[config.mk]
export PLATFORM = sky130hd
export DESIGN_NAME = lcd_decimal_field_formatter_unit
export DESIGN_NICKNAME = d
export VERILOG_FILES = /design/src/lcdf_pkg.sv /design/src/lcdf_front.sv /design/src/lcdf_queue.sv /design/src/lcdf_back.sv /design/src/lcd_decimal_field_formatter_unit.sv
export SDC_FILE = /design/constraint.sdc
export NUM_CORES = 1
export LEC_CHECK = 0
export BUFFER_PORTS_ARGS = -buffer_cell sky130_fd_sc_hd__buf_2
export CORE_ASPECT_RATIO = 1.5
export CORE_MARGIN = 3
export CORE_UTILIZATION = 51
export CTS_CLUSTER_DIAMETER = 150
export DETAILED_ROUTE_END_ITERATION = 12
export PLACE_DENSITY = 0.75
export SETUP_SLACK_MARGIN = 0.05
export SLEW_MARGIN = 15
export SYNTH_ARGS = -nofsm -noshare
export SYNTH_HDL_FRONTEND = slang
export SYNTH_HIERARCHICAL = 1
export SYNTH_SLANG_ARGS = --single-unit
[constraint.sdc]
create_clock -name clk -period 7.8 [get_ports clk]
set_input_delay 0.78 -clock clk [delete_from_list [all_inputs] [get_ports clk]]
set_output_delay 0.78 -clock clk [all_outputs]
set_load 0.02 [all_outputs]
[src/lcdf_pkg.sv]
// ----------------------------------------------------------------------------
// lcdf_pkg
// Shared types and constants for the LCD decimal field formatter: request and
// result beats, the work entry passed from front to back, and character codes.
// ----------------------------------------------------------------------------
package lcdf_pkg;

  localparam int QUEUE_DEPTH_DEF = 2;

  localparam int BCD_DIGITS = 5;
  localparam int BCD_W      = 4 * BCD_DIGITS;

  localparam logic [3:0] MAX_DIGITS = 4'd5;

  localparam logic [7:0] CMD_HOME   = 8'h80;
  localparam logic [7:0] ROW1_BASE  = 8'h80;
  localparam logic [7:0] ROW2_BASE  = 8'hC0;
  localparam logic [7:0] ROW3_BASE  = 8'h94;
  localparam logic [7:0] ROW4_BASE  = 8'hD4;
  localparam logic [7:0] ASCII_ZERO = 8'd48;
  localparam logic [7:0] CHAR_ERR   = 8'h45;

  typedef struct packed {
    logic [2:0]  row;
    logic [6:0]  column;
    logic [15:0] value;
    logic [3:0]  digits;
  } request_t;

  typedef struct packed {
    logic [7:0] lcd_byte;
    logic       is_data;
    logic       last;
  } result_t;

  // One classified request, ready for the byte sequencer.
  typedef struct packed {
    logic             has_cmd;
    logic [7:0]       cmd;
    logic             err;
    logic [2:0]       ndig;
    logic [BCD_W-1:0] bcd;
  } work_t;

endpackage

[src/lcdf_front.sv]
// ----------------------------------------------------------------------------
// lcdf_front
// Accepts requests, works out the cursor command and digit mode, and converts
// the value to BCD over two pipeline steps of eight shift-add-3 stages each.
// ----------------------------------------------------------------------------
module lcdf_front
  import lcdf_pkg::*;
(
  input  logic     clk,
  input  logic     rst,
  input  logic     push,
  output logic     full,
  input  request_t request,
  output logic     q_push,
  output work_t    q_data,
  input  logic     q_full
);

  function automatic logic [BCD_W-1:0] dd_step(input logic [BCD_W-1:0] bcd, input logic b);
    logic [BCD_W-1:0] adj;
    adj = bcd;
    for (int i = 0; i < BCD_DIGITS; i++) begin
      if (adj[4*i +: 4] >= 4'd5) begin
        adj[4*i +: 4] = adj[4*i +: 4] + 4'd3;
      end
    end
    return {adj[BCD_W-2:0], b};
  endfunction

  logic             accept;
  logic             has_cmd;
  logic [7:0]       cmd;
  logic [7:0]       row_base;
  logic             err;
  logic [2:0]       ndig;
  logic [BCD_W-1:0] bcd_hi;
  logic [BCD_W-1:0] bcd_full;

  logic             s1_valid;
  logic             s1_has_cmd;
  logic [7:0]       s1_cmd;
  logic             s1_err;
  logic [2:0]       s1_ndig;
  logic [11:0]      s1_bcd;
  logic [7:0]       s1_low;

  assign full   = s1_valid && q_full;
  assign accept = push && !full;
  assign q_push = s1_valid && !q_full;

  always_comb begin
    unique case (request.row)
      3'd2:    row_base = ROW2_BASE;
      3'd3:    row_base = ROW3_BASE;
      3'd4:    row_base = ROW4_BASE;
      default: row_base = ROW1_BASE;
    endcase
  end

  always_comb begin
    has_cmd = 1'b1;
    cmd     = CMD_HOME;
    if (request.row == 3'd0 || request.column == 7'd0) begin
      cmd = CMD_HOME;
    end else if (request.row <= 3'd4) begin
      cmd = row_base + {1'b0, request.column} - 8'd1;
    end else begin
      has_cmd = 1'b0;
    end
    err  = request.digits > MAX_DIGITS;
    ndig = err ? 3'd0 : request.digits[2:0];
  end

  // The high byte goes through the first eight conversion stages.
  always_comb begin
    bcd_hi = '0;
    for (int i = 7; i >= 0; i--) begin
      bcd_hi = dd_step(bcd_hi, request.value[8 + i]);
    end
  end

  always_comb begin
    bcd_full = {8'd0, s1_bcd};
    for (int i = 7; i >= 0; i--) begin
      bcd_full = dd_step(bcd_full, s1_low[i]);
    end
  end

  assign q_data = '{has_cmd: s1_has_cmd, cmd: s1_cmd, err: s1_err, ndig: s1_ndig,
                    bcd: bcd_full};

  // A request that yields no bytes is dropped here and never enters the queue.
  always_ff @(posedge clk) begin
    if (rst) begin
      s1_valid <= 1'b0;
    end else if (accept) begin
      s1_valid <= has_cmd || err || (ndig != 3'd0);
    end else if (q_push) begin
      s1_valid <= 1'b0;
    end
  end

  always_ff @(posedge clk) begin
    if (accept) begin
      s1_has_cmd <= has_cmd;
      s1_cmd     <= cmd;
      s1_err     <= err;
      s1_ndig    <= ndig;
      s1_bcd     <= bcd_hi[11:0];
      s1_low     <= request.value[7:0];
    end
  end

endmodule

[src/lcdf_queue.sv]
// ----------------------------------------------------------------------------
// lcdf_queue
// Small first-in first-out queue of work entries between front and back.
// ----------------------------------------------------------------------------
module lcdf_queue
  import lcdf_pkg::*;
#(
  parameter int DEPTH = QUEUE_DEPTH_DEF
) (
  input  logic  clk,
  input  logic  rst,
  input  logic  push,
  input  work_t push_data,
  output logic  full,
  input  logic  pop,
  output work_t pop_data,
  output logic  empty
);

  localparam int PTR_W = (DEPTH > 1) ? $clog2(DEPTH) : 1;
  localparam int CNT_W = $clog2(DEPTH + 1);
  localparam logic [PTR_W-1:0] LAST_PTR = PTR_W'(DEPTH - 1);
  localparam logic [CNT_W-1:0] FULL_CNT = CNT_W'(DEPTH);

  work_t            entries [DEPTH];
  logic [PTR_W-1:0] wr_ptr;
  logic [PTR_W-1:0] rd_ptr;
  logic [CNT_W-1:0] count;
  logic             do_push;
  logic             do_pop;

  assign full     = count == FULL_CNT;
  assign empty    = count == '0;
  assign do_push  = push && !full;
  assign do_pop   = pop && !empty;
  assign pop_data = entries[rd_ptr];

  always_ff @(posedge clk) begin
    if (rst) begin
      wr_ptr <= '0;
      rd_ptr <= '0;
      count  <= '0;
    end else begin
      if (do_push) begin
        wr_ptr <= (wr_ptr == LAST_PTR) ? '0 : wr_ptr + 1'b1;
      end
      if (do_pop) begin
        rd_ptr <= (rd_ptr == LAST_PTR) ? '0 : rd_ptr + 1'b1;
      end
      if (do_push && !do_pop) begin
        count <= count + 1'b1;
      end else if (do_pop && !do_push) begin
        count <= count - 1'b1;
      end
    end
  end

  always_ff @(posedge clk) begin
    if (do_push) begin
      entries[wr_ptr] <= push_data;
    end
  end

endmodule

[src/lcdf_back.sv]
// ----------------------------------------------------------------------------
// lcdf_back
// Byte sequencer: while pop keeps up, walks the head work entry one byte per
// cycle into the result register; releases the entry with its last byte.
// ----------------------------------------------------------------------------
module lcdf_back
  import lcdf_pkg::*;
(
  input  logic    clk,
  input  logic    rst,
  input  logic    q_empty,
  input  work_t   q_data,
  output logic    q_pop,
  output logic    empty,
  input  logic    pop,
  output result_t result
);

  logic       out_valid;
  logic [2:0] cnt;
  logic [2:0] total;
  logic [2:0] pos;
  logic [3:0] nib;
  logic       load;
  logic       is_last;
  result_t    next_beat;

  assign empty   = !out_valid;
  assign load    = !q_empty && (!out_valid || pop);
  assign total   = {2'b00, q_data.has_cmd} + (q_data.err ? 3'd1 : q_data.ndig);
  assign is_last = cnt == (total - 3'd1);
  assign q_pop   = load && is_last;

  // Digit position counted from the ones digit.
  assign pos = q_data.ndig - 3'd1 - (cnt - {2'b00, q_data.has_cmd});

  always_comb begin
    case (pos)
      3'd0:    nib = q_data.bcd[3:0];
      3'd1:    nib = q_data.bcd[7:4];
      3'd2:    nib = q_data.bcd[11:8];
      3'd3:    nib = q_data.bcd[15:12];
      3'd4:    nib = q_data.bcd[19:16];
      default: nib = 4'd0;
    endcase
  end

  always_comb begin
    next_beat.last = is_last;
    if (q_data.has_cmd && cnt == 3'd0) begin
      next_beat.lcd_byte = q_data.cmd;
      next_beat.is_data  = 1'b0;
    end else if (q_data.err) begin
      next_beat.lcd_byte = CHAR_ERR;
      next_beat.is_data  = 1'b1;
    end else begin
      next_beat.lcd_byte = ASCII_ZERO + {4'd0, nib};
      next_beat.is_data  = 1'b1;
    end
  end

  always_ff @(posedge clk) begin
    if (rst) begin
      out_valid <= 1'b0;
      cnt       <= 3'd0;
    end else begin
      if (load) begin
        out_valid <= 1'b1;
        cnt       <= is_last ? 3'd0 : cnt + 3'd1;
      end else if (pop) begin
        out_valid <= 1'b0;
      end
    end
  end

  always_ff @(posedge clk) begin
    if (load) begin
      result <= next_beat;
    end
  end

endmodule

[src/lcd_decimal_field_formatter_unit.sv]
// ----------------------------------------------------------------------------
// lcd_decimal_field_formatter_unit
// Turns print requests into a character-LCD byte stream: an optional cursor
// command followed by decimal digits, or the letter E for a bad digit count.
// ----------------------------------------------------------------------------
// Usage:
// Requests enter on push/full with the request struct; a request beat is
// taken when push is high and full is low. Results leave on empty/pop: the
// oldest byte sits on result while empty is low and is taken when pop is high.
// Each request gives zero to six result beats; the final one carries last.
// A request that gives no bytes is absorbed and produces nothing.
// The first byte of a request passes the front register, a queue entry and the
// result register when nothing is queued ahead of it. The result port moves
// one byte per cycle while pop keeps up; a request gives six bytes at most
// (cursor plus five digits). The front takes a new request every cycle while
// the queue has room. A stall on pop holds the result register; the work
// queue then fills and full rises, after which requests wait at the input. A
// synchronous reset empties the pipeline, the queue and the result register.
// ----------------------------------------------------------------------------
module lcd_decimal_field_formatter_unit
  import lcdf_pkg::*;
#(
  parameter int QUEUE_DEPTH = QUEUE_DEPTH_DEF
) (
  input  logic     clk,
  input  logic     rst,
  input  logic     push,
  output logic     full,
  input  request_t request,
  output logic     empty,
  input  logic     pop,
  output result_t  result
);

  logic  q_push;
  logic  q_full;
  logic  q_pop;
  logic  q_empty;
  work_t q_in;
  work_t q_out;

  lcdf_front u_front (
    .clk     (clk),
    .rst     (rst),
    .push    (push),
    .full    (full),
    .request (request),
    .q_push  (q_push),
    .q_data  (q_in),
    .q_full  (q_full)
  );

  lcdf_queue #(
    .DEPTH (QUEUE_DEPTH)
  ) u_queue (
    .clk       (clk),
    .rst       (rst),
    .push      (q_push),
    .push_data (q_in),
    .full      (q_full),
    .pop       (q_pop),
    .pop_data  (q_out),
    .empty     (q_empty)
  );

  lcdf_back u_back (
    .clk     (clk),
    .rst     (rst),
    .q_empty (q_empty),
    .q_data  (q_out),
    .q_pop   (q_pop),
    .empty   (empty),
    .pop     (pop),
    .result  (result)
  );

  // Releasing a queue entry means its final byte was just loaded for output.
  a_pop_on_last : assert property (@(posedge clk) disable iff (rst)
    q_pop |=> (!empty && result.last))
    else $error("queue entry released without a last byte");

  a_queue_state : assert property (@(posedge clk) disable iff (rst)
    !(q_empty && q_full))
    else $error("work queue reports empty and full together");

  a_data_char : assert property (@(posedge clk) disable iff (rst)
    (!empty && result.is_data) |->
      ((result.lcd_byte == CHAR_ERR) ||
       (result.lcd_byte >= ASCII_ZERO && result.lcd_byte <= ASCII_ZERO + 8'd9)))
    else $error("character beat is neither a digit nor the error letter");

endmodule
Yosys cells after proc, flatten, opt, wreduce, memory -nomap -nowiden
Memory sizes are Yosys's and may differ from the RTL's. A register that Yosys moved wholly into a read port is not among the register bits.
Index checks and enable logic that the tools add are counted.
- bits in registers: 50
- bits in latches: 0
- RAM bits: 66
- ROM bits: 0
- input port bits: 34
- output and inout bits: 12
- word-level logic and storage cells: 207
- memories kept: 1
- add/sub/neg operators: 51
- multiply operators: 0
- div/mod/pow operators: 0
- magnitude comparators: 40
- eq/ne operators: 9
- shift operators: 0
- multiplexer cells: 59
- bitwise operators: 1
- reductions and logical operators: 30
- memories (name ; words ; bits a word ; rd ports ; clocked after memory_dff ; wr ports ; RTL line ; source):
    u_queue.entries ; 2 ; 33 ; 1 ; 1 ; 1 ; lcdf_queue.sv:25 ; work_t entries [DEPTH];
- operators with widths (operator ; count):
    $mux 4 ; 35
    $ge 4x3->1 const B ; 33
    $add 4x2->4 const B ; 32
    $pmux 7 s3 ; 1
    $pmux 4 s5 ; 1
    $mux 3 ; 6
    $mux 9 ; 2
    $add 3x2->4 const B ; 3
    $eq 3x2->1 const B ; 4
    $ge 3x3->1 const B ; 4
    $mux 1 ; 12
    $logic_and 1x1->1 ; 10
    $logic_not 3->1 ; 3
    $add 8x7->8 ; 1
    $sub 8x1->8 const B ; 1
    $add 6x4->7 const A ; 1
    $logic_not 7->1 ; 1
    $add 3x2->3 const B ; 2
    $eq 3x3->1 const B ; 2
    $logic_not 1->1 ; 6
    $reduce_bool 2->1 ; 3
    $sub 3x1->3 const B ; 2
    $gt 4x3->1 const B ; 1
    $logic_or 1x1->1 ; 4
    18 further kinds ; 20

Longest topological paths before layout
- depth after elaboration: 16
- depth in mapped cells: 36
- gate-level depth less buffers: 36

Cells and area by module
Netlist, hierarchy kept.
- by module, submodules not included (module ; instances ; cells an instance ; area an instance (um2) ; sequential area each (um2)):
    lcdf_front ; 1 ; 750 ; 5860.6 ; 950.9
    lcdf_queue ; 1 ; 128 ; 2591.2 ; 2082.0
    lcdf_back ; 1 ; 83 ; 918.4 ; 380.4

Worst setup path after synthesis
OpenSTA, ideal clock, no wires.
- path type: register to register
- from: reg u_front.s1_bcd[4]
- to: mem u_queue/entries[0][14] in the netlist's numbering (data pin)
- library setup time: 155 ps
- arrival: 6185 ps
- data required time: 7645 ps
- path slack: 1460 ps
- stages on the path, launching flop included: 33
- path buffers: 0
- clock period less this slack: 6340 ps
- cell sequence: edfxtp_1 > inv_1 > ha_1 > nor2b_1 > or3_1 > nand3_1 > ha_1 > a21oi_1 > nor3_1 > nor2_1 > ha_1 > inv_1 > nor4_1 > o31ai_1 > nand3_1 > nand2_1 > a21oi_1 > xnor2_1 > nand2b_1 > ha_1 > a21oi_1 > xnor3_1 > ha_1 > inv_1 > and2_1 > o21ai_0 > o21a_1 > ha_1 > or2_0 > nor2b_1 > mux2_4 > or3_1 > o21ai_1
- RTL lines (what ; RTL line ; source):
    from (decl) ; lcdf_front.sv:44 ; logic [11:0] s1_bcd;
    from (signal assigned) ; lcdf_front.sv:109 ; s1_bcd <= bcd_hi[11:0];
    to (decl) ; lcdf_queue.sv:25 ;

==> results.yml <==
run_status:
  status: "complete, no violations"
grt:
  grt_pass1_wl_mm: 30.8
  grt.total_usage_pct: 18.8
  grt_max_degree: 34
  overflow: 0
  grt_pass1_vias: 6888
  antenna_found_initial: 0
synthesis:
  ys_ff_latch: 117
  synthCells: 961
  avgSynthCellArea_um2: 9.75
  synth_top_area_share_pct: 34.3
  yosysUniqueCellTypes: 111
  syn_area_mm2: 0.00937
  syn_nets: 1048
  synth_area_leaders: "edfxtp_1, ha_1, mux2_2"
  synth-main-ff-cell: "edfxtp_1"
  synth_warnings: 6
  seq_area_frac_synth_pct: 36.4
  synth_edf_count: 107
  synth_commonest_cells: "edfxtp_1, nor2_1, a21oi_1"
  yosysTopAreaCell: "edfxtp_1"
  synth.most_common_cell: "edfxtp_1"
  async_reset_ff_share_pct: 0
critical_path:
  critPathSlowestCell: "edfxtp_1"
  start_kind: "flip-flop"
  r2r-start: "u_front/s1_bcd[4]"
  ff2ff_path_depth: 34
  critical_path_class: "reg -> reg"
  slowest_delay_ns: 0.45
  path_max_fanout: 7
  rr_endpoint: "u_queue/entries[0][18]"
  crit_top_cell: "ha_1"
  crit_path_end_kind: "flip-flop"
  ff2ff_setup_slack_ns: 0.72
  cp_data_arrival_time_ns: 7.21
  cp.required_ns: 7.93
floorplan:
  dieWidth_um: 117
  core_mm2: 0.0180
  fp-row-count: 60
  die_area_mm2: 0.0201
  start_util_pct: 52.0
  io_pins: 46
  die_h_um: 172
detailed_routing:
  drtIter0Drc: 402
  viasPerCell: 5.89
  drtPass1Iterations: 5
  route.detailed.drc: 0
  wl_per_cell_um: 15.0
  via_count: 7243
  ant_nets: 0
  wl_mm: 18.4
timing:
  rsz0062_at_grt: "no"
  max_freq_mhz: 141
  finalHoldViolCount: 0
  fin_skew_ns: 0.0215
  fin_crit_sh_pct: 90.7
  tightestPinTransition_ns: 1.04
  slew_headroom_pct: 30.4
  period_needed_ns: 7.08
  finalSetupTns_ns: 0
  slew_violations: 0
  setup_viol: 0
clocking:
  cts_tree: "yes"
  hold_buffers: 0
  cts_root_buffer: "clkbuf_16"
  clk_latency_ns: 0.42
  cts.clk_slew.worst_paths_ns: 0.07
  numCtsBuffers: 17
  cts.sinks: 117
  cts-resized-gates: 0
  post-cts-setup-buffers: 0
  clockBufferDepth: 2
  cts-htree-levels: 4
min_path:
  hp-start: "u_front/s1_cmd[0]"
  hold_class: "reg -> reg"
  holdPathEnd: "u_queue/entries[1][24]"
  holdPathStages: 0
flow_run:
  maxCapViolations: 0
final_layout:
  drive_gt1_share_pct: 18.7
  fill_cells: 1576
  syn2layout_area_growth_pct: 10.2
  finish.net_count: 1086
  seq_area_mm2: 0.00341
  multiInputGateArea_mm2: 0.00556
  diodes: 0
placed_design:
  port_buffers: 45
  place_congestion: 0.895
  hpwl_mm: 13.3
[flip-flops by register name, summed over array words and instances (netlist names), 2 cells and up, named ones only]
signal           count
u_front/s1_cmd       8
u_queue/count        2
u_back/cnt           3
u_front/s1_low       8
u_queue/entries     66
u_front/s1_bcd      10
u_back/result       10
u_front/s1_ndig      3
[cells in the final DEF (no fill, tap or decap), types with 7 or more instances in the layout]
cell type,n
clkbuf_16,17
a31oi_1,7
nand2b_1,18
buf_2,45
xor2_1,10
o21ai_0,53
a22oi_1,8
xnor2_1,21
o211ai_1,12
and2_1,15
dfxtp_1,10
a21boi_0,7
ha_1,50
edfxtp_1,107
nand3_1,17
o21ai_1,11
o22ai_1,10
mux2i_1,20
a21oi_1,65
mux2_2,41
nor2_1,88
inv_1,58
nor3_1,27
o21a_1,11
nor2b_1,14
a21o_1,17
nand2_1,59
[layer usage]
layer  routed length, um  track usage (%)  part of all wire [%]  vias to the layer above
met5                   0                0                     0                        -
li1                    -                -                     -                     3687
met1                7490             20.6                    41                     3450
met4                 272             6.14                   1.5                        0
met2               10300             35.8                    56                       88
met3                 376             3.50                   2.0                       18
[how the worst max path moves through the flow]
stage	start	to	slack (ns)	depth (start not counted)
after floorplan	u_front/s1_bcd[4]	u_queue/entries[0][14]	1.46	32
after global placement	u_front/s1_bcd[4]	u_queue/entries[0][18]	0.94	35
after detailed placement	u_front/s1_bcd[4]	u_queue/entries[1][18]	0.59	34
after CTS	u_front/s1_bcd[4]	u_queue/entries[0][18]	0.54	34
after global routing	u_front/s1_bcd[4]	u_queue/entries[1][18]	0.08	35
final	u_front/s1_bcd[4]	u_queue/entries[0][18]	0.72	34
[layout make-up]
cell class,instances,area share (%)
Multi-Input combinational cell,751,53.9
Clock inverter,15,1.49
Tap cell,217,2.63
Inverter,62,2.25
Sequential cell,117,33.1
Timing Repair Buffer,50,2.55
Clock buffer,17,4.12
[worst max-delay path: cells and delay by family, from the launching register on]
kind            cells  cell delay, ns
compound gates      7            1.27
simple gates       12            2.43
flops               1            0.45
xor+xnor            3            0.66
fa+ha+maj           7            1.63
buf+inv             5            0.37
[stage by stage]
stage | std cells | setup slack (ns) | hold slack, ns | utilization, % | area, um2
floorplan | 961 | 1.46 | 0.421 | - | 9370
global placement | 1197 | 0.937 | 0.424 | 54.0 | 9730
detailed placement | 1197 | 0.588 | 0.434 | 54.0 | 9730
CTS | 1229 | 0.538 | 0.439 | 57.2 | 10300
global route | 1229 | 0.0802 | 0.452 | 57.3 | 10300
finish | 1229 | 0.724 | 0.443 | 57.3 | 10300
[cells by family (layout without fill, tap and decap cells)]
group	count (synthesis)	count (layout)	synth area share, %
AO/OA/AOI/OAI	298	298	23.1
AND/OR/NAND/NOR	291	291	15.6
flip-flops	117	117	36.4
buffers and inverters	93	144	4.37
multiplexers	70	70	8.75
adder cells (fa/ha/maj)	54	54	7.42
XOR/XNOR	38	38	4.39
Power is not shown: default switching activity piles up to over one toggle a cycle in this logic, so the estimate is an artifact.
